`src/sv/arc_pkg.sv`:
```
package arc_pkg;

	localparam int MAX_RANGES_DEF = 64;
	localparam int ADDR_WIDTH_DEF = 32;
	localparam int TAG_WIDTH_DEF  = 16;

	localparam int SIZE_WIDTH   = 32;
	localparam int ALIGN_WIDTH  = 3;
	localparam int FUNC_WIDTH   = 2;
	localparam int STATUS_WIDTH = 3;
	localparam int CFG_IDX_W    = 2;

	localparam logic [FUNC_WIDTH-1:0] FN_ADD    = 2'd0;
	localparam logic [FUNC_WIDTH-1:0] FN_REMOVE = 2'd1;
	localparam logic [FUNC_WIDTH-1:0] FN_CLEAR  = 2'd2;

	localparam logic [STATUS_WIDTH-1:0] STAT_OK         = 3'd0;
	localparam logic [STATUS_WIDTH-1:0] STAT_MISALIGNED = 3'd1;
	localparam logic [STATUS_WIDTH-1:0] STAT_OUTSIDE    = 3'd2;
	localparam logic [STATUS_WIDTH-1:0] STAT_OVERLAP    = 3'd3;
	localparam logic [STATUS_WIDTH-1:0] STAT_FULL       = 3'd4;
	localparam logic [STATUS_WIDTH-1:0] STAT_NOT_FOUND  = 3'd5;

	localparam logic [CFG_IDX_W-1:0] REG_HEAP_LOW   = 2'd0;
	localparam logic [CFG_IDX_W-1:0] REG_HEAP_HIGH  = 2'd1;
	localparam logic [CFG_IDX_W-1:0] REG_ALIGN_LOG2 = 2'd2;

	localparam logic [ALIGN_WIDTH-1:0] ALIGN_RESET = 3'd3;

	typedef enum logic [1:0] {
		ST_IDLE,
		ST_CHECK,
		ST_SCAN,
		ST_DONE
	} state_t;

	// flags of the search wave moving down the row
	typedef struct packed {
		logic active;
		logic ov;
		logic free;
		logic hit;
	} wave_t;

	// table update broadcast to every cell
	typedef struct packed {
		logic store;
		logic drop;
		logic wipe;
	} cmd_t;

endpackage

```
`src/sv/arc_cell.sv`:
```
module arc_cell #(
	parameter int ADDR_WIDTH = 32,
	parameter int TAG_WIDTH  = 16,
	parameter int IDX_W      = 6
) (
	input  logic                  clk,
	input  logic                  arst_n,
	input  logic [IDX_W-1:0]      my_idx,
	input  logic [ADDR_WIDTH-1:0] req_lo,
	input  logic [ADDR_WIDTH-1:0] req_hi,
	input  logic [TAG_WIDTH-1:0]  req_tag,
	input  arc_pkg::cmd_t         cmd,
	input  logic [IDX_W-1:0]      cmd_idx,
	input  arc_pkg::wave_t        wave_in,
	input  logic [TAG_WIDTH-1:0]  otag_in,
	input  logic [IDX_W-1:0]      fidx_in,
	input  logic [IDX_W-1:0]      hidx_in,
	output arc_pkg::wave_t        wave_out,
	output logic [TAG_WIDTH-1:0]  otag_out,
	output logic [IDX_W-1:0]      fidx_out,
	output logic [IDX_W-1:0]      hidx_out
);
	import arc_pkg::*;

	logic                  valid_q;
	logic [ADDR_WIDTH-1:0] low_q;
	logic [ADDR_WIDTH-1:0] high_q;
	logic [TAG_WIDTH-1:0]  tag_q;

	wave_t                 wave_q;
	logic [TAG_WIDTH-1:0]  otag_q;
	logic [IDX_W-1:0]      fidx_q;
	logic [IDX_W-1:0]      hidx_q;

	logic                  ovl;
	logic                  match;
	logic                  sel;

	always_comb begin
		ovl   = valid_q && (req_lo <= high_q) && (req_hi >= low_q);
		match = valid_q && (low_q == req_lo);
		sel   = (cmd_idx == my_idx);
	end

	always_ff @(posedge clk or negedge arst_n) begin
		if (!arst_n) begin
			valid_q <= 1'b0;
		end else if (cmd.wipe) begin
			valid_q <= 1'b0;
		end else if (cmd.store && sel) begin
			valid_q <= 1'b1;
		end else if (cmd.drop && sel) begin
			valid_q <= 1'b0;
		end
	end

	always_ff @(posedge clk) begin
		if (cmd.store && sel && !cmd.wipe) begin
			low_q  <= req_lo;
			high_q <= req_hi;
			tag_q  <= req_tag;
		end
	end

	always_ff @(posedge clk or negedge arst_n) begin
		if (!arst_n) begin
			wave_q <= '0;
		end else begin
			wave_q.active <= wave_in.active;
			wave_q.ov     <= wave_in.ov | ovl;
			wave_q.free   <= wave_in.free | !valid_q;
			wave_q.hit    <= wave_in.hit | match;
		end
	end

	// earlier cells win: keep what arrives once its flag is set
	always_ff @(posedge clk) begin
		otag_q <= wave_in.ov   ? otag_in : tag_q;
		fidx_q <= wave_in.free ? fidx_in : my_idx;
		hidx_q <= wave_in.hit  ? hidx_in : my_idx;
	end

	assign wave_out = wave_q;
	assign otag_out = otag_q;
	assign fidx_out = fidx_q;
	assign hidx_out = hidx_q;

endmodule
```
`config.mk`:
```
export PLATFORM = sky130hd
export DESIGN_NAME = arc_cell
export DESIGN_NICKNAME = d
export VERILOG_FILES = /design/src/sv/arc_pkg.sv /design/src/sv/arc_cell.sv
export SDC_FILE = /design/constraint.sdc
export NUM_CORES = 1
export LEC_CHECK = 0
export BUFFER_PORTS_ARGS = -buffer_cell sky130_fd_sc_hd__buf_2
export CAP_MARGIN = 25
export CELL_PAD_IN_SITES_DETAIL_PLACEMENT = 1
export CELL_PAD_IN_SITES_GLOBAL_PLACEMENT = 2
export CORE_ASPECT_RATIO = 0.5
export CORE_UTILIZATION = 34
export CTS_CLUSTER_SIZE = 14
export DETAILED_ROUTE_END_ITERATION = 8
export PLACE_DENSITY_LB_ADDON = 0.2
export SLEW_MARGIN = 10
export SYNTH_ARGS = -nofsm -noshare
export SYNTH_HDL_FRONTEND = slang
export SYNTH_SLANG_ARGS = --single-unit
```
`constraint.sdc`:
```
create_clock -name clk -period 2.7 [get_ports clk]
set_clock_uncertainty 0.2 [all_clocks]
set_input_delay 0.405 -clock clk [delete_from_list [all_inputs] [get_ports clk]]
set_output_delay 0.405 -clock clk [all_outputs]
set_load 0.01 [all_outputs]
```
# Word-level counts from Yosys, hierarchy flattened
# Index checks and enable logic that the tools add are counted.
# totals
reg_bits,113
inputBits,129
output_inout_bits,32
wordCells,33
# classes
order_cmp,2
eq_ne,2
muxes,6
bitwise_logic,3
n_reduce_logical,9
# op_table
cell,count
$eq 32x32->1,1
$ge 32x32->1,1
$le 32x32->1,1
$mux 16,1
$mux 6,2
$eq 6x6->1,1
$logic_and 1x1->1,6
$mux 1,3
$or 1x1->1,3
$reduce_bool 3->1,1
$logic_not 1->1,2

# Depth between registers and ports, before layout
# Gate-level depths: netlist of run 1.
# depth
ltp_word,5
depth_mapped,8
mapped_depth_nobuf,8

# Least setup slack after synthesis of run 1
# OpenSTA, ideal clock, no wires.
# synth_timing
path_kind,input -> register
from,input my_idx[5]
to,register high_q[0] (enable)
setup_time_ps,519
t_arrival_ps,4379
required_ps,1981
setup_slack_ps,-2398
path_stages,4
path_buffers,0
cell_sequence,xor2_1 -> nor4_1 -> nand4_1 -> nor2_1
# synth_via
elab_chain_cells,3
# synth_rtl
item,line_no,rtl
from (decl),arc_cell.sv:8,"input logic [IDX_W-1:0] my_idx,"
$eq 6x6->1,arc_cell.sv:42,sel = (cmd_idx == my_idx);
$logic_and 1x1->1 (2 in series),arc_cell.sv:58,if (cmd.store && sel && !cmd.wipe) begin
to (signal assigned),arc_cell.sv:60,high_q <= req_hi;
to (decl),arc_cell.sv:27,logic [ADDR_WIDTH-1:0] high_q;
# No other way between the ends.
# A chain may end at the register's enable or synchronous reset.

# Final worst setup path of run 1
# layout_timing
from,input req_hi[2]
to,register wave_q (netlist bit wave_out[2])
# layout_via
elab_chain_cells,3
# layout_rtl
item,line_no,rtl
from (decl),arc_cell.sv:10,"input logic [ADDR_WIDTH-1:0] req_hi,"
$ge 32x32->1,arc_cell.sv:40,ovl = valid_q && (req_lo <= high_q) && (req_hi >= low_q);
$logic_and 1x1->1,arc_cell.sv:40,
$or 1x1->1,arc_cell.sv:70,wave_q.ov <= wave_in.ov | ovl;
to (decl),arc_cell.sv:30,wave_t wave_q;
# No other way between the ends.

==> results of run 1 <==
-- critical path, delay by kind of cell --
kind	cells	cell delay [ns]
adders and majority gates	1	0.30
AOI/OAI and AO/OA	6	1.15
buffers and inverters	2	0.67
-- per-stage QoR --
stage	setup TNS (ns)	std cells	utilization [%]	hold WS, ns	setup WS, ns
2_1_floorplan	-16.69	433	-	-0.0906	-0.209
3_3_place_gp	0	799	42.4	0.0467	0.213
3_5_place_dp	0	799	42.4	0.0496	0.126
5_1_grt	0	900	50.7	0.00329	0.123
6_report	0	900	50.7	0.0170	0.276
4_1_cts	0	900	50.7	0.000617	0.271
-- path summary, 6_finish.rpt --
kind	to	slack, ns	cells past startpoint
setup / recovery	wave_out[2]$_DFF_PN0_	0.28	9
hold / removal	low_q[24]$_DFFE_PP_	0.02	1
setup reg to reg	wave_out[2]$_DFF_PN0_	0.50	8
hold reg to reg	otag_out[5]$_DFF_P_	0.27	1
max in group asynchronous	wave_out[1]$_DFF_PN0_	1.99	2
min in group asynchronous	valid_q$_DFFE_PN0P_	0.15	2
-- flip-flops by register name, summed over array words and instances (netlist names) --
name / cells
high_q: 32
low_q: 32
otag_out: 16
tag_q: 16
fidx_out: 6
hidx_out: 6
wave_out: 4
valid_q: 1
-- Yosys cell counts, drive strengths merged --
cell and instances:
edfxtp 80, inv 67, ha 64, xor2 35, dfxtp 28, mux2 28
a21oi 27, nand2 16, nand3 10, nand4 10, nor2 10, nor4 8
o21ai 7, a21o 5, dfrtp 5, nor3 4, clkbuf 3, nand2b 3
xnor2 3, a211o 2, a211oi 2, a221o 2, a31oi 2, and4 2
a221oi 1, a311oi 1, a41o 1, and2 1, buf 1, nor2b 1
o211ai 1, o221ai 1, o31ai 1, or3 1
-- logic make-up after synthesis --
family | share of synthesized area [%]
xor gates and xnor gates | 6.09
AOI/OAI and AO/OA | 6.02
buffers and inverters | 4.90
adders and majority gates | 14.6
DFF | 56.5
muxes | 5.77
and+or+nand+nor | 6.13
-- area by class of cell --
cell class	count	area (um2)	area share, %
Multi-Input combinational cell	249	2120	26.9
Inverter	67	251	3.19
Sequential cell	113	3090	39.1
Clock buffer	19	433	5.49
Tap cell	204	255	3.24
Clock inverter	13	168	2.12
Timing Repair Buffer	235	1570	19.9
-- power by group --
| group | internal [mW] | switching, mW | leakage (nW) | total (mW) |
|---|---|---|---|---|
| Clock | 1.53 | 0.789 | 0.293 | 2.31 |
| Combinational | 0.243 | 0.202 | 2.28 | 0.445 |
| Sequential | 1.89 | 0.0102 | 1.01 | 1.90 |
-- layer usage --
metal	wire (um)	track usage [%]	vias to the layer above
met2	6460	29.9	113
met4	152	6.14	0
met1	6800	22.4	1934
li1	-	-	2046
met3	741	5.32	15
met5	0	0	-
-- timing repair --
action	in CTS	in global routing
endpoints found under the hold margin	73	0
hold buffers	69	0
endpoints found under the setup margin	0	0
==> reports/results.tsv, run 1 <==
metric	value	unit
commonest non-fill, non-tap cell in the layout	buf_2	
GRT Total Usage	18.0	%
vias in the first global route	4407	
crit path launch type	input pin	
worst path cell trace	dlygate4sd3_1 > buf_2 > ha_1 > a211o_1 > a31oi_1 > o221ai_1 > a211o_1 > a21oi_1 > o31ai_1	
final wirelength	14.2	mm
Tot Pwr	4.66	mW
status	finished clean	
routability cong.	0.771	
Unique masters post-synth	35	
Worst Path Max Fanout	2	
Final ANT Viol Nets	0	
largest net degree at the start of global routing	21	
PD cells	591	mW/mm2
Least-Margin Pin Slew	0.492	ns
DP Area	0.00660	mm2
initial antenna violation count	0	
Die ar.	0.0166	mm2
mapped cell area	0.00547	mm2
Die H	91.7	um
number of detailed-route iterations in the first pass	4	
Final Hold Viols	0	
CP max-delay cell	dlygate4sd3_1	
Num CTS Buffers	17	
top-area cell type share of the netlist area	43.9	%
Synth Net Count	626	
final instance area	0.00789	mm2
Setup Crit Path Kind	input pin to flop	
CP arrival	2.52	ns
MaxCap Viol Count	0	
1st-iter DRT viols	118	
area leader, netlist	edfxtp_1	
Pins Over Slew Limit	0	
FF-to-FF Start	low_q[2]$_DFFE_PP_	
P&R area growth vs syn	44.3	%
Final setup viols	0	
Post-CTS Setup Inserts	0	
Max-slew headroom	66.9	%
leakage	3.58	nW
Tcrit/Tclk final	89.8	%
max frequency	412	MHz
Final min period	2.42	ns
CTS resizes	0	
Synth Instances	433	
DIE WIDTH	181	um
#FFs+latches synth	113	
H-tree Lvls	4	
Core ar.	0.0156	mm2
TritonCTS clock tree	built	
Ys Warns	0	
layout cells sized above 1	32.0	%
most frequent cells in the layout	160 x buf_2, 80 x edfxtp_1, 69 x dlygate4sd3_1	
total gr overflow	0	
hold path startpoint	req_lo[24]	
cell mode on critical path	a211o_1	
root buffer cell	clkbuf_16	
WP data required	2.80	ns
register area share after synthesis	56.5	%
Peak VDD IR	437	uV
CTS clk-pin slew, worst paths	0.06	ns
RSZ-0062 raised after global routing	no	
first-pass GRT wire length	22.1	mm
row count	32	
Filler Cell Count	1708	
Setup crit start	req_hi[2]	
worst skew pair latency	0.41	ns
HP Class	input pin to flop	
effective utilization at floorplan	35.1	%
nets	876	
Crit. End Element	flop	
Synth area leaders	edfxtp_1 44%, ha_1 15%, dfxtp_1 10%	
# DRC	0	
syn avg cell area	12.6	um2
CTS Buffer Depth	2	
Vias/cell	4.56	
clock sink count	113	
per-cell routed wire length	15.7	um
I/O Pins	161	
DP HPWL	10.8	mm
Buffers on Ports	160	
n_diodes	0	
max incr delay on CP	0.54	ns
DR vias	4108	
(Power assumes the default switching activity.)
==> run 2, diff against run 1 <==
--- a/config.mk
+++ b/config.mk
@@ -11,6 +11,7 @@
 export CELL_PAD_IN_SITES_GLOBAL_PLACEMENT = 2
 export CORE_ASPECT_RATIO = 0.5
 export CORE_UTILIZATION = 34
+export CTS_BUF_LIST = sky130_fd_sc_hd__clkbuf_16
 export CTS_CLUSTER_SIZE = 14
 export DETAILED_ROUTE_END_ITERATION = 8
 export PLACE_DENSITY_LB_ADDON = 0.2
==> reports/results.tsv, run 2 (synthesis gave the netlist of run 1 again) <==
metric	value	unit
routability cong.	0.771	
MaxCap Viol Count	0	
Post-CTS Setup Inserts	0	
1st-iter DRT viols	117	
total gr overflow	0	
Final setup viols	0	
Die H	91.7	um
crit path launch type	input pin	
CTS resizes	0	
Filler Cell Count	1708	
per-cell routed wire length	15.7	um
DP HPWL	10.8	mm
first-pass GRT wire length	22.1	mm
Vias/cell	4.56	
final wirelength	14.2	mm
Tcrit/Tclk final	89.8	%
DIE WIDTH	181	um
worst setup margin	0.276	ns
commonest non-fill, non-tap cell in the layout	buf_2	
WP data required	2.80	ns
I/O Pins	161	
Final Hold Viols	0	
GRT Total Usage	18.0	%
root buffer cell	clkbuf_16	
P&R area growth vs syn	44.3	%
cells on worst reg2reg path	8	
clock sink count	113	
Core ar.	0.0156	mm2
effective utilization at floorplan	35.1	%
Crit. End Element	flop	
HP Class	input pin to flop	
Final min period	2.42	ns
status	finished clean	
Setup Crit Path Kind	input pin to flop	
row count	32	
largest net degree at the start of global routing	21	
Peak VDD IR	437	uV
leakage	3.59	nW
layout cells sized above 1	32.0	%
nets	876	
Num CTS Buffers	17	
Final ANT Viol Nets	0	
Worst Path Max Fanout	2	
max frequency	412	MHz
biggest regs	high_q (32), low_q (32)	
Buffers on Ports	160	
TritonCTS clock tree	built	
initial antenna violation count	0	
Placed Cells	799	
vias in the first global route	4407	
RSZ-0062 raised after global routing	no	
most frequent cells in the layout	160 x buf_2, 80 x edfxtp_1, 69 x inv_1, 69 x dlygate4sd3_1, 64 x ha_1	
PD cells	590	mW/mm2
worst skew pair latency	0.41	ns
Least-Margin Pin Slew	0.492	ns
final cell count without fillers	900	
DP Area	0.00660	mm2
# DRC	0	
Worst Hold Path Cells	1	
n_diodes	0	
Pins Over Slew Limit	0	
final instance area	0.00789	mm2
Max-slew headroom	66.9	%
CP arrival	2.52	ns
number of detailed-route iterations in the first pass	4	
CTS Hold Bufs	69	
Die ar.	0.0166	mm2
pre-CTS setup slack	0.126	ns
DR vias	4108	
H-tree Lvls	4	
CTS clk-pin slew, worst paths	0.06	ns
CTS Buffer Depth	2	
-- run 2: changes by cell type in the layout (fill, tap and decap cells not counted) --
cell	delta
clkbuf_1	-2
inv_1	+2
-- run 2: layout make-up --
type / instances / area [um2] / share of cell area (%)
flip-flops and latches: 113 / 3090 / 39.1
multi-input cells: 249 / 2120 / 26.9
repair buffers: 235 / 1570 / 19.9
clock buffers: 17 / 425 / 5.39
well taps: 204 / 255 / 3.24
inverters: 67 / 251 / 3.19
clock inverters: 15 / 175 / 2.22
-- run 2: final timing paths --
kind                                    startpoint  slack (ns)                     to
worst max-delay path                     req_hi[2]        0.28  wave_out[2]$_DFF_PN0_
worst min-delay path                    req_lo[24]        0.02    low_q[24]$_DFFE_PP_
worst max register to register  low_q[2]$_DFFE_PP_        0.50  wave_out[2]$_DFF_PN0_
worst min register to register  tag_q[5]$_DFFE_PP_        0.27    otag_out[5]$_DFF_P_
max in group asynchronous                   arst_n        1.99  wave_out[1]$_DFF_PN0_
min in group asynchronous                   arst_n        0.15    valid_q$_DFFE_PN0P_
-- run 2: critical path: stages --
cell and delay [ns]:
dlygate4sd3_1 0.54, buf_2 0.13, ha_1 0.30, a211o_1 0.29, a31oi_1 0.18, o221ai_1 0.15, a211o_1 0.30, a21oi_1 0.14
o31ai_1 0.09
-- run 2: metrics by stage --
| stage | total power [mW] | TNS, ns | hold slack (ns) | utilization (%) |
|---|---|---|---|---|
| after detailed placement | 2.31 | 0 | 0.0496 | 42.4 |
| after global placement | 2.30 | 0 | 0.0467 | 42.4 |
| after floorplan | 2.10 | -16.69 | -0.0906 | - |
| final | 4.66 | 0 | 0.0170 | 50.7 |
| after CTS | 4.73 | 0 | 0.000617 | 50.7 |
| after global routing | 4.83 | 0 | 0.00329 | 50.7 |
-- run 2: power breakdown --
part | total [mW] | switching, mW | internal [mW]
clock | 2.31 | 0.790 | 1.52
combinational | 0.445 | 0.202 | 0.243
sequential | 1.90 | 0.0102 | 1.89
total | 4.66 | 1.00 | 3.66
-- run 2: routing by layer --
layer,routed length [um],vias up,track usage (%)
met5,0,-,0
met4,152,0,6.14
met3,741,15,5.32
met2,6460,113,29.9
met1,6800,1934,22.4
li1,-,2046,-
==> run 3, diff against run 2 <==
--- a/config.mk
+++ b/config.mk
@@ -15,6 +15,7 @@
 export CTS_CLUSTER_SIZE = 14
 export DETAILED_ROUTE_END_ITERATION = 8
 export PLACE_DENSITY_LB_ADDON = 0.2
+export RECOVER_POWER = 100
 export SLEW_MARGIN = 10
 export SYNTH_ARGS = -nofsm -noshare
 export SYNTH_HDL_FRONTEND = slang
==> reports/results.tsv, run 3 (synthesis gave the netlist of run 1 again) <==
metric	value	unit
status	finished, violations left	
failing checks	hold timing	
n_diodes	0	
# DRC	0	
Buffers on Ports	160	
CTS clk-pin slew, worst paths	0.05	ns
Worst Path Max Fanout	2	
Num CTS Buffers	17	
DP HPWL	10.8	mm
H-tree Lvls	4	
leakage	3.32	nW
final wirelength	14.1	mm
DIE WIDTH	181	um
CTS Buffer Depth	2	
clock sink count	113	
per-cell routed wire length	15.7	um
Post-CTS Setup Inserts	0	
CTS resizes	0	
largest net degree at the start of global routing	21	
Final setup viols	0	
WP data required	2.79	ns
Core ar.	0.0156	mm2
crit path launch type	input pin	
hold slack	-0.00421	ns
TritonCTS clock tree	built	
Die ar.	0.0166	mm2
GRT Total Usage	18.0	%
effective utilization at floorplan	35.1	%
commonest non-fill, non-tap cell in the layout	clkbuf_1	
Final ANT Viol Nets	0	
PD cells	598	mW/mm2
Peak VDD IR	438	uV
I/O Pins	161	
RSZ-0062 raised after global routing	no	
Crit. End Element	flop	
pre-CTS setup slack	0.126	ns
Die H	91.7	um
worst skew pair latency	0.41	ns
Least-Margin Pin Slew	0.969	ns
first-pass GRT wire length	22.1	mm
DR vias	4117	
MaxCap Viol Count	0	
most frequent cells in the layout	100 x clkbuf_1, 80 x edfxtp_1, 69 x inv_1, 69 x dlygate4sd3_1, 64 x ha_1	
vias in the first global route	4407	
Final min period	2.45	ns
nets	876	
total gr overflow	0	
number of detailed-route iterations in the first pass	4	
1st-iter DRT viols	131	
Vias/cell	4.57	
Tcrit/Tclk final	90.7	%
Max-slew headroom	35.4	%
max frequency	409	MHz
Final Hold Viols	1	
HP Class	input pin to flop	
P&R area growth vs syn	41.8	%
layout cells sized above 1	17.7	%
initial antenna violation count	0	
root buffer cell	clkbuf_16	
Placed Cells	799	
row count	32	
Tot Pwr	4.64	mW
Setup Crit Path Kind	input pin to flop	
CP arrival	2.54	ns
final cell count without fillers	900	
Sum Neg Setup Slack	0	ns
biggest regs	high_q (32), low_q (32)	
worst setup margin	0.252	ns
Pins Over Slew Limit	0	
routability cong.	0.771	
==> run 3: final timing paths <==
check	startpoint	to	slack [ns]	cells after the start
hold reg to reg	tag_q[5]$_DFFE_PP_	otag_out[5]$_DFF_P_	0.27	1
setup reg to reg	low_q[2]$_DFFE_PP_	wave_out[2]$_DFF_PN0_	0.47	8
min in group asynchronous	arst_n	wave_out[2]$_DFF_PN0_	0.21	2
max in group asynchronous	arst_n	wave_out[1]$_DFF_PN0_	1.82	2
hold / removal	cmd[0]	valid_q$_DFFE_PN0P_	-0.004	2
setup / recovery	req_hi[2]	wave_out[2]$_DFF_PN0_	0.25	9
==> run 3: per-stage QoR <==
step                instance area (um2)  utilization [%]
floorplan                          5480                -
global placement                   6600             42.4
detailed placement                 6600             42.4
CTS                                7890             50.7
global route                       7750             49.8
finish                             7750             49.8
==> run 3: report_power, final <==
| part | internal [mW] | switching, mW |
|---|---|---|
| combinational | 0.221 | 0.202 |
| sequential | 1.89 | 0.0111 |
| clock | 1.52 | 0.789 |
==> run 3: final cells by class <==
cell class	count	area [um2]
Fill cell	1736	7820
Sequential cell	113	3090
Multi-Input combinational cell	249	2120
Timing Repair Buffer	235	1440
Clock buffer	17	425
Tap cell	204	255
Inverter	67	251
Clock inverter	15	175
==> run 3: critical path: stages <==
cell and delay [ns]:
dlygate4sd3_1 0.53, buf_2 0.13, ha_1 0.30, a211o_1 0.29, a31oi_1 0.18, o221ai_1 0.15, a211o_1 0.32, a21oi_1 0.14
o31ai_1 0.09
==> run 3: what timing repair did <==
action	4_1_cts	5_1_grt
endpoints found under the setup margin	0	0
hold endpoints to repair	73	0
hold buffers	69	0
==> run 3: routing by layer <==
metal	vias to the layer above	global-route usage [%]	wire (um)
li1	2046	-	-
met1	1934	22.4	6790
met2	120	29.9	6470
met3	17	5.32	710
met4	0	6.14	176
met5	-	0	0
